## src/hw/rtl/ppu_pkg.sv

```systemverilog
// ----------------------------------------------------------------------------
// ppu_pkg
// Shared types, constants and helper functions for the particle update pipe.
// ----------------------------------------------------------------------------
package ppu_pkg;

  localparam int WORD_W   = 32;
  localparam int RAMP_W   = 16;
  localparam int KIND_W   = 4;
  localparam int COLOUR_W = 8;
  localparam int FT_W     = 16;
  localparam int CT_W     = 31;
  localparam int PROD_W   = WORD_W + FT_W + 1;
  localparam int WIDE_W   = 36;

  // configuration register indexes
  localparam int CFG_ADDR_W = 1;
  localparam logic [CFG_ADDR_W-1:0] REG_FRAME_TIME   = 1'd0;
  localparam logic [CFG_ADDR_W-1:0] REG_CURRENT_TIME = 1'd1;

  // ramp end points in Q4.12 (6.0 and 8.0)
  localparam logic [RAMP_W-1:0] FIRE_END  = 16'd24576;
  localparam logic [RAMP_W-1:0] EXPL_END  = 16'd32768;
  // -1.0 s in Q19.12
  localparam logic [WORD_W-1:0] DEATH_NOW = 32'hFFFF_F000;

  typedef enum logic [KIND_W-1:0] {
    KIND_STATIC   = 4'd0,
    KIND_GRAV     = 4'd1,
    KIND_SLOWGRAV = 4'd2,
    KIND_FIRE     = 4'd3,
    KIND_EXPLODE  = 4'd4,
    KIND_EXPLODE2 = 4'd5,
    KIND_BLOB     = 4'd6,
    KIND_BLOB2    = 4'd7
  } kind_t;

  typedef logic signed [WORD_W-1:0] word_t;

  // one particle as it enters
  typedef struct packed {
    word_t [2:0]         pos;
    word_t [2:0]         vel;
    logic [RAMP_W-1:0]   ramp;
    logic [KIND_W-1:0]   kind;
    logic [COLOUR_W-1:0] colour;
    word_t               death;
  } item_t;

  // after the multiply stage
  typedef struct packed {
    word_t [2:0]              pos;
    word_t [2:0]              vel;
    logic [2:0][PROD_W-1:0]   prod;
    logic [RAMP_W-1:0]        ramp;
    logic [KIND_W-1:0]        kind;
    logic [COLOUR_W-1:0]      colour;
    word_t                    death;
    logic                     expired;
  } mul_t;

  // after the accumulate stage
  typedef struct packed {
    word_t [2:0]         pos;
    word_t [2:0]         vel;
    logic [RAMP_W-1:0]   ramp;
    logic [KIND_W-1:0]   kind;
    logic [COLOUR_W-1:0] colour;
    word_t               death;
    logic                expired;
  } acc_t;

  // finished result
  typedef struct packed {
    logic                alive;
    word_t [2:0]         pos;
    word_t [2:0]         vel;
    logic [RAMP_W-1:0]   ramp;
    word_t               death;
    logic [COLOUR_W-1:0] colour;
    logic                unknown;
  } res_t;

  // clamp a wide sum to the signed 32-bit range
  function automatic word_t sat32(input logic signed [WIDE_W-1:0] x);
    if (x > 36'sd2147483647)
      return 32'sh7FFF_FFFF;
    else if (x < -36'sd2147483648)
      return 32'sh8000_0000;
    else
      return x[WORD_W-1:0];
  endfunction

  function automatic logic [COLOUR_W-1:0] fire_colour(input logic [2:0] idx);
    case (idx)
      3'd0:    return 8'h6d;
      3'd1:    return 8'h6b;
      3'd2:    return 8'h06;
      3'd3:    return 8'h05;
      3'd4:    return 8'h04;
      3'd5:    return 8'h03;
      default: return 8'h6d;
    endcase
  endfunction

  function automatic logic [COLOUR_W-1:0] explode_colour(input logic [2:0] idx);
    case (idx)
      3'd0:    return 8'h6f;
      3'd1:    return 8'h6d;
      3'd2:    return 8'h6b;
      3'd3:    return 8'h69;
      3'd4:    return 8'h67;
      3'd5:    return 8'h65;
      3'd6:    return 8'h63;
      3'd7:    return 8'h61;
      default: return 8'h61;
    endcase
  endfunction

  function automatic logic [COLOUR_W-1:0] explode2_colour(input logic [2:0] idx);
    case (idx)
      3'd0:    return 8'h6f;
      3'd1:    return 8'h6e;
      3'd2:    return 8'h6d;
      3'd3:    return 8'h6c;
      3'd4:    return 8'h6b;
      3'd5:    return 8'h6a;
      3'd6:    return 8'h68;
      3'd7:    return 8'h66;
      default: return 8'h66;
    endcase
  endfunction

endpackage

```

## src/hw/rtl/ppu_accum_stage.sv

```systemverilog
// ----------------------------------------------------------------------------
// ppu_accum_stage
// Stage 2: position update, per-kind velocity growth or drag, ramp end and
// colour lookup.
// ----------------------------------------------------------------------------
module ppu_accum_stage (
  input  logic          clk,
  input  logic          rst,
  input  logic          in_valid,
  output logic          in_ready,
  input  ppu_pkg::mul_t in_item,
  output logic          out_valid,
  input  logic          out_ready,
  output ppu_pkg::acc_t out_item
);

  ppu_pkg::acc_t                       item_next;
  logic signed [ppu_pkg::WIDE_W-1:0]   step16 [3];
  logic signed [ppu_pkg::WIDE_W-1:0]   step14 [3];
  logic signed [ppu_pkg::WIDE_W-1:0]   dv     [3];
  logic                                ramp_end;
  logic [2:0]                          ramp_idx;

  assign in_ready = !out_valid || out_ready;
  assign ramp_idx = in_item.ramp[14:12];

  // floored shifts of the product, sign-extended
  always_comb begin
    for (int i = 0; i < 3; i++) begin
      step16[i] = {{3{in_item.prod[i][48]}}, in_item.prod[i][48:16]};
      step14[i] = {in_item.prod[i][48], in_item.prod[i][48:14]};
    end
  end

  // velocity change per kind
  always_comb begin
    for (int i = 0; i < 3; i++) begin
      case (ppu_pkg::kind_t'(in_item.kind))
        ppu_pkg::KIND_EXPLODE,
        ppu_pkg::KIND_BLOB:     dv[i] = step14[i];
        ppu_pkg::KIND_EXPLODE2: dv[i] = -step16[i];
        ppu_pkg::KIND_BLOB2:    dv[i] = (i == 2) ? '0 : -step14[i];
        default:                dv[i] = '0;
      endcase
    end
  end

  // ramp end, colour, and saturated position and velocity update
  always_comb begin
    item_next.pos     = in_item.pos;
    item_next.vel     = in_item.vel;
    item_next.ramp    = in_item.ramp;
    item_next.kind    = in_item.kind;
    item_next.colour  = in_item.colour;
    item_next.death   = in_item.death;
    item_next.expired = in_item.expired;
    ramp_end          = 1'b0;
    case (ppu_pkg::kind_t'(in_item.kind))
      ppu_pkg::KIND_FIRE: begin
        ramp_end = in_item.ramp >= ppu_pkg::FIRE_END;
        if (!ramp_end) item_next.colour = ppu_pkg::fire_colour(ramp_idx);
      end
      ppu_pkg::KIND_EXPLODE: begin
        ramp_end = in_item.ramp >= ppu_pkg::EXPL_END;
        if (!ramp_end) item_next.colour = ppu_pkg::explode_colour(ramp_idx);
      end
      ppu_pkg::KIND_EXPLODE2: begin
        ramp_end = in_item.ramp >= ppu_pkg::EXPL_END;
        if (!ramp_end) item_next.colour = ppu_pkg::explode2_colour(ramp_idx);
      end
      default: ramp_end = 1'b0;
    endcase
    if (ramp_end) item_next.death = ppu_pkg::DEATH_NOW;
    for (int i = 0; i < 3; i++) begin
      item_next.pos[i] = ppu_pkg::sat32(
        {{4{in_item.pos[i][31]}}, in_item.pos[i]} + step16[i]);
      item_next.vel[i] = ppu_pkg::sat32(
        {{4{in_item.vel[i][31]}}, in_item.vel[i]} + dv[i]);
    end
  end

  always_ff @(posedge clk) begin
    if (rst) begin
      out_valid <= 1'b0;
    end else if (in_ready) begin
      out_valid <= in_valid;
    end
  end

  always_ff @(posedge clk) begin
    if (in_ready && in_valid) begin
      out_item <= item_next;
    end
  end

endmodule

```

## config.mk

```make
export PLATFORM = sky130hd
export DESIGN_NAME = ppu_accum_stage
export DESIGN_NICKNAME = d
export VERILOG_FILES = /design/src/hw/rtl/ppu_pkg.sv /design/src/hw/rtl/ppu_accum_stage.sv
export SDC_FILE = /design/constraint.sdc
export NUM_CORES = 1
export LEC_CHECK = 0
export ABC_AREA = 1
export BUFFER_PORTS_ARGS = -buffer_cell sky130_fd_sc_hd__buf_2
export CAP_MARGIN = 5
export CORE_UTILIZATION = 40
export CTS_CLUSTER_SIZE = 28
export DETAILED_ROUTE_END_ITERATION = 16
export PLACE_DENSITY = 0.64
export SYNTH_ARGS = -nofsm -noshare
export SYNTH_HDL_FRONTEND = slang
export SYNTH_SLANG_ARGS = --single-unit
```

## constraint.sdc

```tcl
create_clock -name clk -period 15.6 [get_ports clk]
set_clock_uncertainty 0.2 [all_clocks]
set_input_delay 3.12 -clock clk [delete_from_list [all_inputs] [get_ports clk]]
set_output_delay 3.12 -clock clk [all_outputs]
set_load 0.01 [all_outputs]
```

==> results.md <==
- The floorplan step set the die width to 267.3 um.
- For this design the ratio of total power to cell area is 78.37 mW/mm2.
- The number of slew-limit violations in the final report came to 0.
- The upper clock frequency limit is 124.0 MHz.
- The worst hold path belongs to the class reg -> reg.
- The worst setup path is captured at a register.
- In this run the biggest area consumer among cell types represents 26.98% of the synthesized area.
- The longest clock path from root to sink contains 3 buffers.
- The post-route met1 wirelength is 43380 um.
- Of all nets on the critical path, the largest fanout is 45.
- The share of flip-flops with an asynchronous set or reset is 0%.
- The met2 routed wirelength is 49710 um.
- Counting every sink on the clock net gives 254.
- The total core area is 0.06907 mm2.
- The number of max-capacitance violations reported is 0.
- After synthesis the cells add up to 0.02816 mm2.
- The total detailed-routing wirelength is 105600 um.
- The congestion estimate from routability-driven global placement came to 0.9874.
- The half-perimeter wire length of the detailed placement result is 89000 um.
- In the synthesized netlist, the cells that appear most often are sky130_fd_sc_hd__nand2_1 (1262), sky130_fd_sc_hd__inv_1 (538), sky130_fd_sc_hd__nor2_1 (454).
- The leading cell type by number of instances after synthesis is sky130_fd_sc_hd__nand2_1.
- The critical path crosses 26 cells after its start point.
- The via density per instance is 5.244.
- Setup repair after global routing left no endpoint under its margin.
- TritonCTS built the clock tree.
- The hold buffer count at cts is 0.
- The kind of cell adding the most delay to the critical path is simple AND/OR/NAND/NOR gates.
- The first detailed-routing pass took 5 iterations.
- During placement, the flow inserted port buffers numbering 616.
- The final route contains 30200 vias.
- The portion of the post-synthesis area used by sequential elements is 27.05%.
- In the final timing run, aggregate negative setup slack is 0 ns.
- In the post-synthesis netlist, the biggest area contributors are sky130_fd_sc_hd__edfxtp_1 (27%), sky130_fd_sc_hd__nand2_1 (17%), sky130_fd_sc_hd__ha_1 (9.4%), sky130_fd_sc_hd__inv_1 (7.2%), sky130_fd_sc_hd__nor2_1 (6.1%).
- Row generation in the floorplan step produced 96 rows.
- The routed length on met3 is 7809 um.
- Once detail routing completed, the nets flagged for antenna violations numbered 0.
- The total DRC errors in the routed layout is 0.
- The effective utilization at floorplan is 40.77%.
- The clock latency at the later pin of the worst-skew pair is 0.61 ns.
- The H-tree depth reported by CTS is 1.
- The total I/O pin count is 659.
- The critical path contains buffers and inverters numbering 5 combined.
- The post-synthesis cell count is 4209.
- The maximum vdd ir drop is 0.09076 mV.
- After layout, the minimum clock period comes to 8.064 ns.
- The synthesized netlist contains 62 unique library cells.
- Entering global routing, the biggest net connects 72 pins.
- The fraction of the cycle the final worst path needs is 51.69%.
- The startpoint type of the worst setup path is an input port.
- The worst hold path passes through 2 cells.
- The net count after synthesis is 4831.
- The via count of the first global-routing pass is 28200.
- Hold is met by 0.3311 ns.
- The run finished with clean final reports.
- The design draws 2.590 mW.
- The layout-stage area growth over the synthesis result is 17.36%.
- After the last flow step, the layout net total stands at 5419.
- The headroom to the max-slew limit is 25.12%.
- Data on the critical path is required at its endpoint by 15.72 ns.
- The depth of the most critical reg-to-reg path is 3.
- The analysis attributes to cell leakage a power of 16.21 nW.
- For this run, the slowest stage of the critical path takes 0.79 ns.
- The data arrival time of the critical path is 8.18 ns.
- The biggest area contributor in the post-synthesis netlist is sky130_fd_sc_hd__edfxtp_1.
- The hold violation count in the final report came to 0.
- The die covers 0.07146 mm2.
- Summed over all layers, the global routing overflow is 0.
- By instance count, the cell type seen most on the critical path is sky130_fd_sc_hd__nand2_1.
- The root buffer cell is sky130_fd_sc_hd__clkbuf_16.
- The vertical die dimension is 267.3 um.
- The critical path is of the in -> reg type.
- The number of synthesis warnings is 0.
- The average wire length per cell after detail routing is 18.34 um.
- The clock buffer count from CTS is 31.
- The finished layout holds 5759 standard cells, fillers aside.
- The first-pass GRT wire length is 157000 um.
- Global routing consumed, over all layers together, 28.34% of the routing resources.
- The number of antenna violations at the first check in global routing is 17.
- Routed signal wires occupy layers up through met5.
- The count of endpoints failing setup in the final report is 0.
- The top flip-flop cell by instance count after synthesis is sky130_fd_sc_hd__edfxtp_1.
- Counting flops with a built-in enable in the synthesized netlist gives 253.
- The actual transition at the worst max-transition pin is 1.121 ns.
- The post-CTS setup buffer count is 0.
- The synthesized flop and latch total is 254.
- The instance count after placement with tap cells included is 5694.
- After clock tree synthesis, the clock-pin slew on the worst setup and hold paths is 0.06 ns.
- A synthesized cell averages 6.690 um2.
- The largest individual stage delay along the critical path comes from the cell sky130_fd_sc_hd__nand2_1.
- The first routing iteration left 2203 violations.
- The post-cts repair resize count is 0.
- The fraction of final layout cells with drive strength greater than 1 is 17.22%.
[state kept, by name, indices dropped and copies added (netlist names)]
name       count
out_valid      1
out_item     253
[worst paths after layout]
| path | startpoint | endpoint | slack, ns |
|---|---|---|---|
| max reg2reg | out_valid | out_item[111] | 12.46 |
| min reg2reg | out_valid | out_valid | 0.33 |
| max | in_item[44] | out_item[144] | 7.54 |
| min | out_valid | out_valid | 0.33 |
[area by class of cell]
type,count,area [um2]
Inverter,560,2102
Sequential cell,254,7617
Clock buffer,36,794.5
Fill cell,7275,36020
Timing Repair Buffer,629,3188
Clock inverter,19,146.4
Tap cell,931,1165
Antenna cell,9,22.52
Multi-Input combinational cell,3321,18010
[kinds of logic after synthesis]
| group | share of synthesized area (%) |
|---|---|
| adders and majority gates | 9.847 |
| AOI/OAI and AO/OA | 14.95 |
| DFF | 27.05 |
| and+or+nand+nor | 32.91 |
| buffers and inverters | 9.065 |
| xor gates and xnor gates | 6.177 |
[layout by cell type (no fill, tap or decap), types with 11 or more instances in the layout]
master                      Yosys  routed
sky130_fd_sc_hd__a21o_1        29      29
sky130_fd_sc_hd__a21oi_1      289     288
sky130_fd_sc_hd__a31oi_1       19      19
sky130_fd_sc_hd__buf_2         16     616
sky130_fd_sc_hd__buf_4         18      12
sky130_fd_sc_hd__clkbuf_16      0      31
sky130_fd_sc_hd__edfxtp_1     253     253
sky130_fd_sc_hd__ha_1         212     212
sky130_fd_sc_hd__inv_1        538     537
sky130_fd_sc_hd__inv_2         20      21
sky130_fd_sc_hd__nand2_1     1262    1262
sky130_fd_sc_hd__nand2_2       33      33
sky130_fd_sc_hd__nand3_1      197     197
sky130_fd_sc_hd__nand3_2       13      13
sky130_fd_sc_hd__nand4_1       61      61
sky130_fd_sc_hd__nor2_1       454     453
sky130_fd_sc_hd__nor2_2        23      23
sky130_fd_sc_hd__nor2_4        10      11
sky130_fd_sc_hd__nor3_1        55      55
sky130_fd_sc_hd__nor4_1        20      20
sky130_fd_sc_hd__o211ai_1      46      46
sky130_fd_sc_hd__o21ai_0      194     194
sky130_fd_sc_hd__o21bai_1      46      46
sky130_fd_sc_hd__o221ai_1      18      18
sky130_fd_sc_hd__o22ai_1       16      16
sky130_fd_sc_hd__or2_2         24      24
sky130_fd_sc_hd__xnor2_1       52      52
sky130_fd_sc_hd__xor2_1       141     141
[metal layers]
metal  GRT usage [%]  vias up
li1                -    15160
met1           35.08    13710
met2           48.37     1109
met3           4.726      211
met4           12.02       16
met5               0        -
[power by group]
part	leakage, nW	internal [mW]	switching (mW)
sequential	2.42	0.886	0.0234
clock	0.449	0.380	0.302
combinational	13.3	0.338	0.660
total	16.2	1.60	0.986
[stage by stage]
step	utilization, %	setup slack (ns)	area (um2)
after floorplan	-	4.387	28160
after detailed placement	46.43	6.918	32070
final	47.85	7.536	33050
after global placement	46.43	6.961	32070
after global routing	47.85	7.269	33050
after CTS	47.79	7.536	33010
[worst min-delay path, stage by stage (launching register included)]
cell,delay (ns)
sky130_fd_sc_hd__dfxtp_1,0.34
sky130_fd_sc_hd__nand2_1,0.09
sky130_fd_sc_hd__a21oi_1,0.06
No activity file was read; power rests on OpenSTA's default activity.
