$ cat config.mk
export PLATFORM = sky130hd
export DESIGN_NAME = ppu_out_stage
export DESIGN_NICKNAME = d
export VERILOG_FILES = /design/src/hw/rtl/ppu_pkg.sv /design/src/hw/rtl/ppu_out_stage.sv
export SDC_FILE = /design/constraint.sdc
export NUM_CORES = 1
export LEC_CHECK = 0
export BUFFER_PORTS_ARGS = -buffer_cell sky130_fd_sc_hd__buf_4
export CORE_AREA = 2 2 206 208
export CTS_CLUSTER_DIAMETER = 100
export DETAILED_ROUTE_END_ITERATION = 8
export DIE_AREA = 0 0 208 210
export GPL_ROUTABILITY_DRIVEN = 0
export PLACE_DENSITY = 0.65
export SLEW_MARGIN = 5
export SYNTH_ARGS = -nofsm -noshare
export SYNTH_HDL_FRONTEND = slang
export SYNTH_SLANG_ARGS = --single-unit
$ cat constraint.sdc
create_clock -name clk -period 9 [get_ports clk]
set_input_delay 1.8 -clock clk [delete_from_list [all_inputs] [get_ports clk]]
set_output_delay 1.8 -clock clk [all_outputs]
set_load 0.005 [all_outputs]
$ cat src/hw/rtl/ppu_pkg.sv
// ----------------------------------------------------------------------------
// ppu_pkg
// Shared types, constants and helper functions for the particle update pipe.
// ----------------------------------------------------------------------------
package ppu_pkg;

  localparam int WORD_W   = 32;
  localparam int RAMP_W   = 16;
  localparam int KIND_W   = 4;
  localparam int COLOUR_W = 8;
  localparam int FT_W     = 16;
  localparam int CT_W     = 31;
  localparam int PROD_W   = WORD_W + FT_W + 1;
  localparam int WIDE_W   = 36;

  // configuration register indexes
  localparam int CFG_ADDR_W = 1;
  localparam logic [CFG_ADDR_W-1:0] REG_FRAME_TIME   = 1'd0;
  localparam logic [CFG_ADDR_W-1:0] REG_CURRENT_TIME = 1'd1;

  // ramp end points in Q4.12 (6.0 and 8.0)
  localparam logic [RAMP_W-1:0] FIRE_END  = 16'd24576;
  localparam logic [RAMP_W-1:0] EXPL_END  = 16'd32768;
  // -1.0 s in Q19.12
  localparam logic [WORD_W-1:0] DEATH_NOW = 32'hFFFF_F000;

  typedef enum logic [KIND_W-1:0] {
    KIND_STATIC   = 4'd0,
    KIND_GRAV     = 4'd1,
    KIND_SLOWGRAV = 4'd2,
    KIND_FIRE     = 4'd3,
    KIND_EXPLODE  = 4'd4,
    KIND_EXPLODE2 = 4'd5,
    KIND_BLOB     = 4'd6,
    KIND_BLOB2    = 4'd7
  } kind_t;

  typedef logic signed [WORD_W-1:0] word_t;

  // one particle as it enters
  typedef struct packed {
    word_t [2:0]         pos;
    word_t [2:0]         vel;
    logic [RAMP_W-1:0]   ramp;
    logic [KIND_W-1:0]   kind;
    logic [COLOUR_W-1:0] colour;
    word_t               death;
  } item_t;

  // after the multiply stage
  typedef struct packed {
    word_t [2:0]              pos;
    word_t [2:0]              vel;
    logic [2:0][PROD_W-1:0]   prod;
    logic [RAMP_W-1:0]        ramp;
    logic [KIND_W-1:0]        kind;
    logic [COLOUR_W-1:0]      colour;
    word_t                    death;
    logic                     expired;
  } mul_t;

  // after the accumulate stage
  typedef struct packed {
    word_t [2:0]         pos;
    word_t [2:0]         vel;
    logic [RAMP_W-1:0]   ramp;
    logic [KIND_W-1:0]   kind;
    logic [COLOUR_W-1:0] colour;
    word_t               death;
    logic                expired;
  } acc_t;

  // finished result
  typedef struct packed {
    logic                alive;
    word_t [2:0]         pos;
    word_t [2:0]         vel;
    logic [RAMP_W-1:0]   ramp;
    word_t               death;
    logic [COLOUR_W-1:0] colour;
    logic                unknown;
  } res_t;

  // clamp a wide sum to the signed 32-bit range
  function automatic word_t sat32(input logic signed [WIDE_W-1:0] x);
    if (x > 36'sd2147483647)
      return 32'sh7FFF_FFFF;
    else if (x < -36'sd2147483648)
      return 32'sh8000_0000;
    else
      return x[WORD_W-1:0];
  endfunction

  function automatic logic [COLOUR_W-1:0] fire_colour(input logic [2:0] idx);
    case (idx)
      3'd0:    return 8'h6d;
      3'd1:    return 8'h6b;
      3'd2:    return 8'h06;
      3'd3:    return 8'h05;
      3'd4:    return 8'h04;
      3'd5:    return 8'h03;
      default: return 8'h6d;
    endcase
  endfunction

  function automatic logic [COLOUR_W-1:0] explode_colour(input logic [2:0] idx);
    case (idx)
      3'd0:    return 8'h6f;
      3'd1:    return 8'h6d;
      3'd2:    return 8'h6b;
      3'd3:    return 8'h69;
      3'd4:    return 8'h67;
      3'd5:    return 8'h65;
      3'd6:    return 8'h63;
      3'd7:    return 8'h61;
      default: return 8'h61;
    endcase
  endfunction

  function automatic logic [COLOUR_W-1:0] explode2_colour(input logic [2:0] idx);
    case (idx)
      3'd0:    return 8'h6f;
      3'd1:    return 8'h6e;
      3'd2:    return 8'h6d;
      3'd3:    return 8'h6c;
      3'd4:    return 8'h6b;
      3'd5:    return 8'h6a;
      3'd6:    return 8'h68;
      3'd7:    return 8'h66;
      default: return 8'h66;
    endcase
  endfunction

endpackage

$ cat src/hw/rtl/ppu_out_stage.sv
// ----------------------------------------------------------------------------
// ppu_out_stage
// Stage 3: gravity on vel_z, unknown-kind flag and expiry clear; holds the
// output register.
// ----------------------------------------------------------------------------
module ppu_out_stage (
  input  logic                     clk,
  input  logic                     rst,
  input  logic [ppu_pkg::FT_W-1:0] frame_time,
  input  logic                     in_valid,
  output logic                     in_ready,
  input  ppu_pkg::acc_t            in_item,
  output logic                     out_valid,
  input  logic                     out_ready,
  output ppu_pkg::res_t            out_item
);

  ppu_pkg::res_t                     item_next;
  logic [18:0]                       ft5;
  logic signed [ppu_pkg::WIDE_W-1:0] grav;
  logic signed [ppu_pkg::WIDE_W-1:0] gadj;
  logic                              unknown;

  assign in_ready = !out_valid || out_ready;

  // gravity step ft*5/2 in Q19.12
  assign ft5  = {3'b0, frame_time} + {1'b0, frame_time, 2'b0};
  assign grav = {18'b0, ft5[18:1]};

  always_comb begin
    unknown = 1'b0;
    case (ppu_pkg::kind_t'(in_item.kind))
      ppu_pkg::KIND_STATIC: gadj = '0;
      ppu_pkg::KIND_FIRE:   gadj = grav;
      ppu_pkg::KIND_GRAV,
      ppu_pkg::KIND_SLOWGRAV,
      ppu_pkg::KIND_EXPLODE,
      ppu_pkg::KIND_EXPLODE2,
      ppu_pkg::KIND_BLOB,
      ppu_pkg::KIND_BLOB2:  gadj = -grav;
      default: begin
        gadj    = '0;
        unknown = 1'b1;
      end
    endcase
  end

  // result assembly, all zero for an expired particle
  always_comb begin
    item_next.alive   = 1'b1;
    item_next.pos     = in_item.pos;
    item_next.vel     = in_item.vel;
    item_next.vel[2]  = ppu_pkg::sat32(
      {{4{in_item.vel[2][31]}}, in_item.vel[2]} + gadj);
    item_next.ramp    = in_item.ramp;
    item_next.death   = in_item.death;
    item_next.colour  = in_item.colour;
    item_next.unknown = unknown;
    if (in_item.expired) item_next = '0;
  end

  always_ff @(posedge clk) begin
    if (rst) begin
      out_valid <= 1'b0;
    end else if (in_ready) begin
      out_valid <= in_valid;
    end
  end

  always_ff @(posedge clk) begin
    if (in_ready && in_valid) begin
      out_item <= item_next;
    end
  end

endmodule

==> impl_metrics.tcl, run 1 <==
set metrics [dict create \
    setup_viol 0 \
    cts_tree "done" \
    die_h_um 210 \
    required_ns 9.27 \
    hpwl_um 32500 \
    max_stage_delay_ns 0.47 \
    layout.area.seq_mm2 0.00753 \
    clockBufferDepth 3 \
    cts_buffers 27 \
    outcome "completed" \
    initial_core_util 0.302 \
    vdd_drop_max_uv 120 \
    avgSynthCellArea_um2 12.6 \
    place_ws_ns 0.942 \
    netlist_top_cells_area "edfxtp_1 (60%), nor2b_1 (11%), ha_1 (5.0%)" \
    timing.rr.start "out_valid" \
    arrival_ns 7.78 \
    postSynthRegisterBits 251 \
    hold-worst-slack_ns 0.572 \
    slew_headroom 0.290 \
    cp-start-kind "input port" \
    yosysMostFrequentCell "edfxtp_1" \
    io_pins 525 \
    fillers 3888 \
    holdCritPathClass "register to register" \
    clock_skew_ns 0.0132 \
    rsz0062_at_grt "false" \
    grt_max_degree 101 \
    htreeDepth 1 \
    slowest_stage "nor2_1" \
    netlist_instances 995 \
    overflow 0 \
    dieArea_mm2 0.0437 \
    async_flop_share 0 \
    wirelength_um 41200 \
    post_cts_resized 0 \
    placement_rows 75 \
    synthToLayoutAreaGrowth_pct 43.0 \
    placed_area_mm2 0.0170 \
    core_mm2 0.0415 \
    power_density_mw_per_mm2 180 \
    vias 9762 \
    hold_start "out_valid" \
    max_freq_ghz 0.133 \
    fin_area_mm2 0.0179 \
    synth_top_area_share 0.599 \
    avgViaCountPerCell 4.70 \
    drc 0 \
    insertion_delay_ns 0.54 \
    clock-sinks 251 \
    ys_seq_area_frac 0.601 \
    power.leakage_nw 7.45 \
    root_buffer "clkbuf_16" \
    hold_buffers 0 \
    yosysTopAreaCell "edfxtp_1" \
    clk_pin_slew_ns 0.06 \
    ys_warn_count 0 \
    multi_input_area_mm2 0.00476 \
    fin_crit_ns 7.52 \
    antenna_found_initial 4 \
    synth_nets 1320 \
    path_class "input port to register" \
    synthFlopType "edfxtp_1" \
    synth_enable_flop_cells 250 \
    ys_types 66 \
    first_pass_iters 5 \
    grt_pass1_vias 9355 \
    dp_cells 2028 \
    finalNetCount 1843 \
    tns_ns 0 \
    grt_pass1_wl_um 58900 \
    worst_slew_pin_slew_ns 1.06 \
    synth_common_cells "edfxtp_1 (250), nor2b_1 (225), a21oi_1 (51)" \
    crit_path_end_kind "register" \
    synth_area_mm2 0.0125 \
    crit_fanout 31 \
    grt_usage 0.177 \
    final-max-slew-violation-count 0 \
    crit_path_start "frame_time[2]" \
    portBuffers 524 \
    die_w_um 208 \
    finalWorstSetupSlack_ns 1.48 \
    drive_gt1_frac 0.401 \
    first_iter_violations 620 \
    routedWlPerCell_um 19.8 \
    hold_viol 0 \
    postRouteAntennaNets 0 \
    cap_violations 0 \
    post-cts-setup-buffer-count 0 \
    post-route-period-util 0.835 \
    stdcell_count 2077 \
]
[critical path, delay by kind of cell]
kind	cells	cell delay, ns
AO/OA/AOI/OAI	8	1.53
AND/OR/NAND/NOR	9	2.41
adder cells (fa/ha/maj)	3	0.97
buffers and inverters	3	0.60
XOR/XNOR	2	0.45
[area by class of cell]
class	count	area share
inverters	17	0.00356
multi-input cells	688	0.266
diodes	1	0.000140
clock buffers	37	0.0409
well taps	539	0.0377
repair buffers	533	0.224
clock inverters	11	0.00783
flip-flops and latches	251	0.420
[metal layers]
layer / global-route usage / part of all wire
met5: 0 / 0.00090
met4: 0.0465 / 0.020
met3: 0.0404 / 0.066
met2: 0.326 / 0.52
met1: 0.206 / 0.39
[kinds of logic (layout without fill, tap and decap cells)]
kind of cell,count (synthesis),after routing,share of synthesized area
flip-flops,251,251,0.601
buffers and inverters,56,598,0.0192
other,0,1,0
AO/OA/AOI/OAI,203,203,0.108
multiplexers,4,4,0.00360
adder cells (fa/ha/maj),52,52,0.0531
AND/OR/NAND/NOR,372,372,0.174
XOR/XNOR,57,57,0.0411
[power breakdown]
group          total, mW  switching [mW]  internal [mW]  leakage, nW
sequential          1.42          0.0266           1.40         2.50
clock               1.11           0.459          0.655        0.421
combinational      0.694           0.358          0.336         4.53
[registers in the layout, summed over array words and instances, names as in the netlist]
name	count
out_item	250
out_valid	1
[per-stage QoR]
stage,power [mW],utilization
2_1_floorplan,1.83,-
3_3_place_gp,2.14,0.411
3_5_place_dp,2.15,0.411
4_1_cts,3.27,0.432
5_1_grt,3.37,0.432
6_report,3.23,0.432
[cells in the final DEF, fill, tap and decap left out, types with 3 or more instances in the layout]
master	count
nor3b_1	3
clkinv_1	3
nor2b_1	225
xor2_1	29
nor4_1	3
buf_4	532
o21ai_0	39
inv_1	17
nand4_1	7
and2_1	5
a21o_1	13
and4_1	4
or2_2	3
clkbuf_1	8
nand2_1	41
nand3_1	4
nand2b_1	8
o211ai_1	6
o21a_1	4
o21bai_1	6
nor3_1	15
a21oi_1	51
o21ai_1	8
o31ai_1	4
a211oi_1	8
o22ai_1	5
nor2_1	30
ha_1	50
xnor2_1	26
clkbuf_16	27
bufinv_16	3
or3_1	11
a31oi_1	10
o21ai_2	30
edfxtp_1	250
and3_1	5
[path summary, 6_finish.rpt]
| check | end | slack [ns] | cells after the start |
|---|---|---|---|
| worst min-delay path | out_valid | 0.57 | 2 |
| worst max register to register | out_item[206] | 6.51 | 3 |
| worst max-delay path | out_item[135] | 1.48 | 25 |
| worst min register to register | out_valid | 0.57 | 2 |
Note: power is estimated with default switching activity, not from simulation.
==> run 2: changes to the inputs <==
--- a/config.mk
+++ b/config.mk
@@ -6,12 +6,12 @@
 export NUM_CORES = 1
 export LEC_CHECK = 0
 export BUFFER_PORTS_ARGS = -buffer_cell sky130_fd_sc_hd__buf_4
-export CORE_AREA = 2 2 206 208
+export CORE_AREA = 2 2 205 207
 export CTS_CLUSTER_DIAMETER = 100
 export DETAILED_ROUTE_END_ITERATION = 8
-export DIE_AREA = 0 0 208 210
+export DIE_AREA = 0 0 207 209
 export GPL_ROUTABILITY_DRIVEN = 0
-export PLACE_DENSITY = 0.65
+export PLACE_DENSITY = 0.67
 export SLEW_MARGIN = 5
 export SYNTH_ARGS = -nofsm -noshare
 export SYNTH_HDL_FRONTEND = slang
==> constraint.sdc (replaced) <==
create_clock -name clk -period 6.1 [get_ports clk]
set_input_delay 1.22 -clock clk [delete_from_list [all_inputs] [get_ports clk]]
set_output_delay 1.22 -clock clk [all_outputs]
set_load 0.005 [all_outputs]
==> run 2 against run 1 <==
  * The run now ends with setup timing left
  * Total power is 50% higher
  * Core utilization increased by 3.1 points
  * Final cell count is 6.6% higher
  * Register-to-register slack worse by 2.7 ns
  * Die area shrank 0.95%
  * Combinational power is 77% higher
==> impl_metrics.tcl, run 2 (synthesized netlist as in run 1, its figures left out) <==
set metrics [dict create \
    outcome "finished, violations left" \
    violations "setup timing" \
    final-max-slew-violation-count 0 \
    timing.rr.start "out_valid" \
    finalNetCount 1977 \
    worst_slew_pin_slew_ns 0.992 \
    worst-path-buf-inv 6 \
    cap_violations 0 \
    drc 0 \
    fin_crit_ns 6.11 \
    largest-register "out_item" \
    die_h_um 209 \
    crit_path_end_kind "register" \
    wirelength_um 45300 \
    avgViaCountPerCell 4.71 \
    fin_area_mm2 0.0191 \
    power_frac_seq 0.435 \
    internal_power_mw 3.52 \
    place_ws_ns -0.634 \
    grt_usage 0.198 \
    clock_skew_ns 0.00828 \
    max_stage_delay_ns 0.53 \
    clockBufferDepth 3 \
    first_iter_violations 665 \
    post-route-period-util 1.00 \
    power_density_mw_per_mm2 253 \
    insertion_delay_ns 0.54 \
    grt_pass1_vias 10200 \
    postRouteAntennaNets 0 \
    largestRegisters "out_item: 250 flops, out_valid: 1 flops" \
    finalWorstSetupSlack_ns -0.00958 \
    core_mm2 0.0413 \
    hold_viol 0 \
    hpwl_um 35500 \
    stdcell_count 2215 \
    fillers 3788 \
    vdd_drop_max_uv 170 \
    holdCritPathClass "register to register" \
    placement_rows 75 \
    p_sw_mw 1.32 \
    synthToLayoutAreaGrowth_pct 52.7 \
    grt_pass1_wl_um 64900 \
    hold_buffers 0 \
    crit_cells 27 \
    drive_gt1_frac 0.469 \
    first_pass_iters 5 \
    final_common_cell "buf_4" \
    clk_pin_slew_ns 0.06 \
    layout.area.seq_mm2 0.00753 \
    path_class "input port to register" \
    ff2ff_path_depth 3 \
    max_freq_ghz 0.164 \
    cts_buffers 27 \
    rsz0062_at_grt "true" \
    cp-start-kind "input port" \
    cp_top_family "simple AND/OR/NAND/NOR gates" \
    routedWlPerCell_um 20.4 \
    antenna_found_initial 7 \
    initial_core_util 0.303 \
    htreeDepth 1 \
    vias 10400 \
    slowest_stage "fa_2" \
    die_w_um 207 \
    clock-sinks 251 \
    power.leakage_nw 8.16 \
    sw_frac_of_total 0.272 \
    p_comb_frac 0.255 \
    largest_register_ffs 250 \
    placed_area_mm2 0.0180 \
    reg2reg_slack_ns 3.84 \
    clock_power_share 0.310 \
    cts_tree "done" \
    crit_path_start "frame_time[0]" \
    slew_headroom 0.339 \
    overflow 0 \
    multi_input_area_mm2 0.00493 \
    dp_cells 2150 \
    setup_viol 12 \
    mostFrequentLayoutCells "buf_4 (655), edfxtp_1 (250), nor2b_1 (225), ha_1 (49), a21oi_1 (47)" \
    root_buffer "clkbuf_16" \
    setup.worst_path.end "out_item[128]" \
    arrival_ns 6.39 \
    dieArea_mm2 0.0433 \
    portBuffers 524 \
    required_ns 6.38 \
    io_pins 525 \
    grt_max_degree 161 \
    reg2reg_to "out_item[234]" \
    crit_fanout 6 \
]
-- run 2: cell types whose count changed in the layout (fill, tap and decap cells not counted), moves of 4 or more --
cell	change
clkinv_2	+6
clkbuf_1	-4
buf_6	+5
buf_4	+123
clkinv_1	+4
a21oi_2	+4
a21oi_1	-4
-- run 2: tightest hold or removal path, stage by stage (launching register included) --
cell and delay (ns):
dfxtp_1 0.31, nand2b_1 0.11, a21oi_1 0.08
-- run 2: worst min path at each step --
stage	start	end	cells after the start
floorplan	out_valid	out_valid	2
global placement	out_valid	out_valid	2
detailed placement	out_valid	out_valid	2
CTS	out_valid	out_valid	2
global route	out_valid	out_valid	2
finish	out_valid	out_valid	2
-- run 2: metal layers --
metal | track usage | share of wire | wire length, um
met2 | 0.349 | 0.52 | 23400
met4 | 0.0704 | 0.032 | 1460
met3 | 0.0484 | 0.068 | 3080
met5 | 0 | 0.0015 | 69
met1 | 0.235 | 0.38 | 17300
-- run 2: power groups by stage --
| stage | sequential (mW) | clock (mW) | combinational, mW |
|---|---|---|---|
| after floorplan | 2.16 | 0 | 0.534 |
| after global placement | 2.14 | 0 | 1.17 |
| after detailed placement | 2.14 | 0 | 1.18 |
| after CTS | 2.11 | 1.53 | 1.21 |
| after global routing | 2.12 | 1.60 | 1.33 |
| final | 2.11 | 1.50 | 1.23 |
-- run 2: final cells by class --
type,count,area share
inverter,17,0.00334
sequential,251,0.394
timing repair buffer,667,0.268
clock inverter,19,0.00537
multi-input combinational,688,0.258
tap,539,0.0353
antenna,3,0.000393
clock buffer,31,0.0361
-- run 2: timing repair --
item | 4_1_cts | 5_1_grt
cloned | 1 | 2
pin swaps | 5 | 12
resized for setup | 13 | 19
buffers inserted | 3 | 7
endpoints found under the setup margin | 31 | 31
-- run 2: stage by stage --
step	hold WS (ns)	total power [mW]	util	setup TNS (ns)
after floorplan	0.522	2.69	-	-9.53
final	0.538	4.83	0.463	-0.0702
after global routing	0.590	5.05	0.463	-6.31
after global placement	0.510	3.31	0.437	-15.44
after CTS	0.537	4.85	0.459	-0.0112
after detailed placement	0.525	3.33	0.437	-18.43
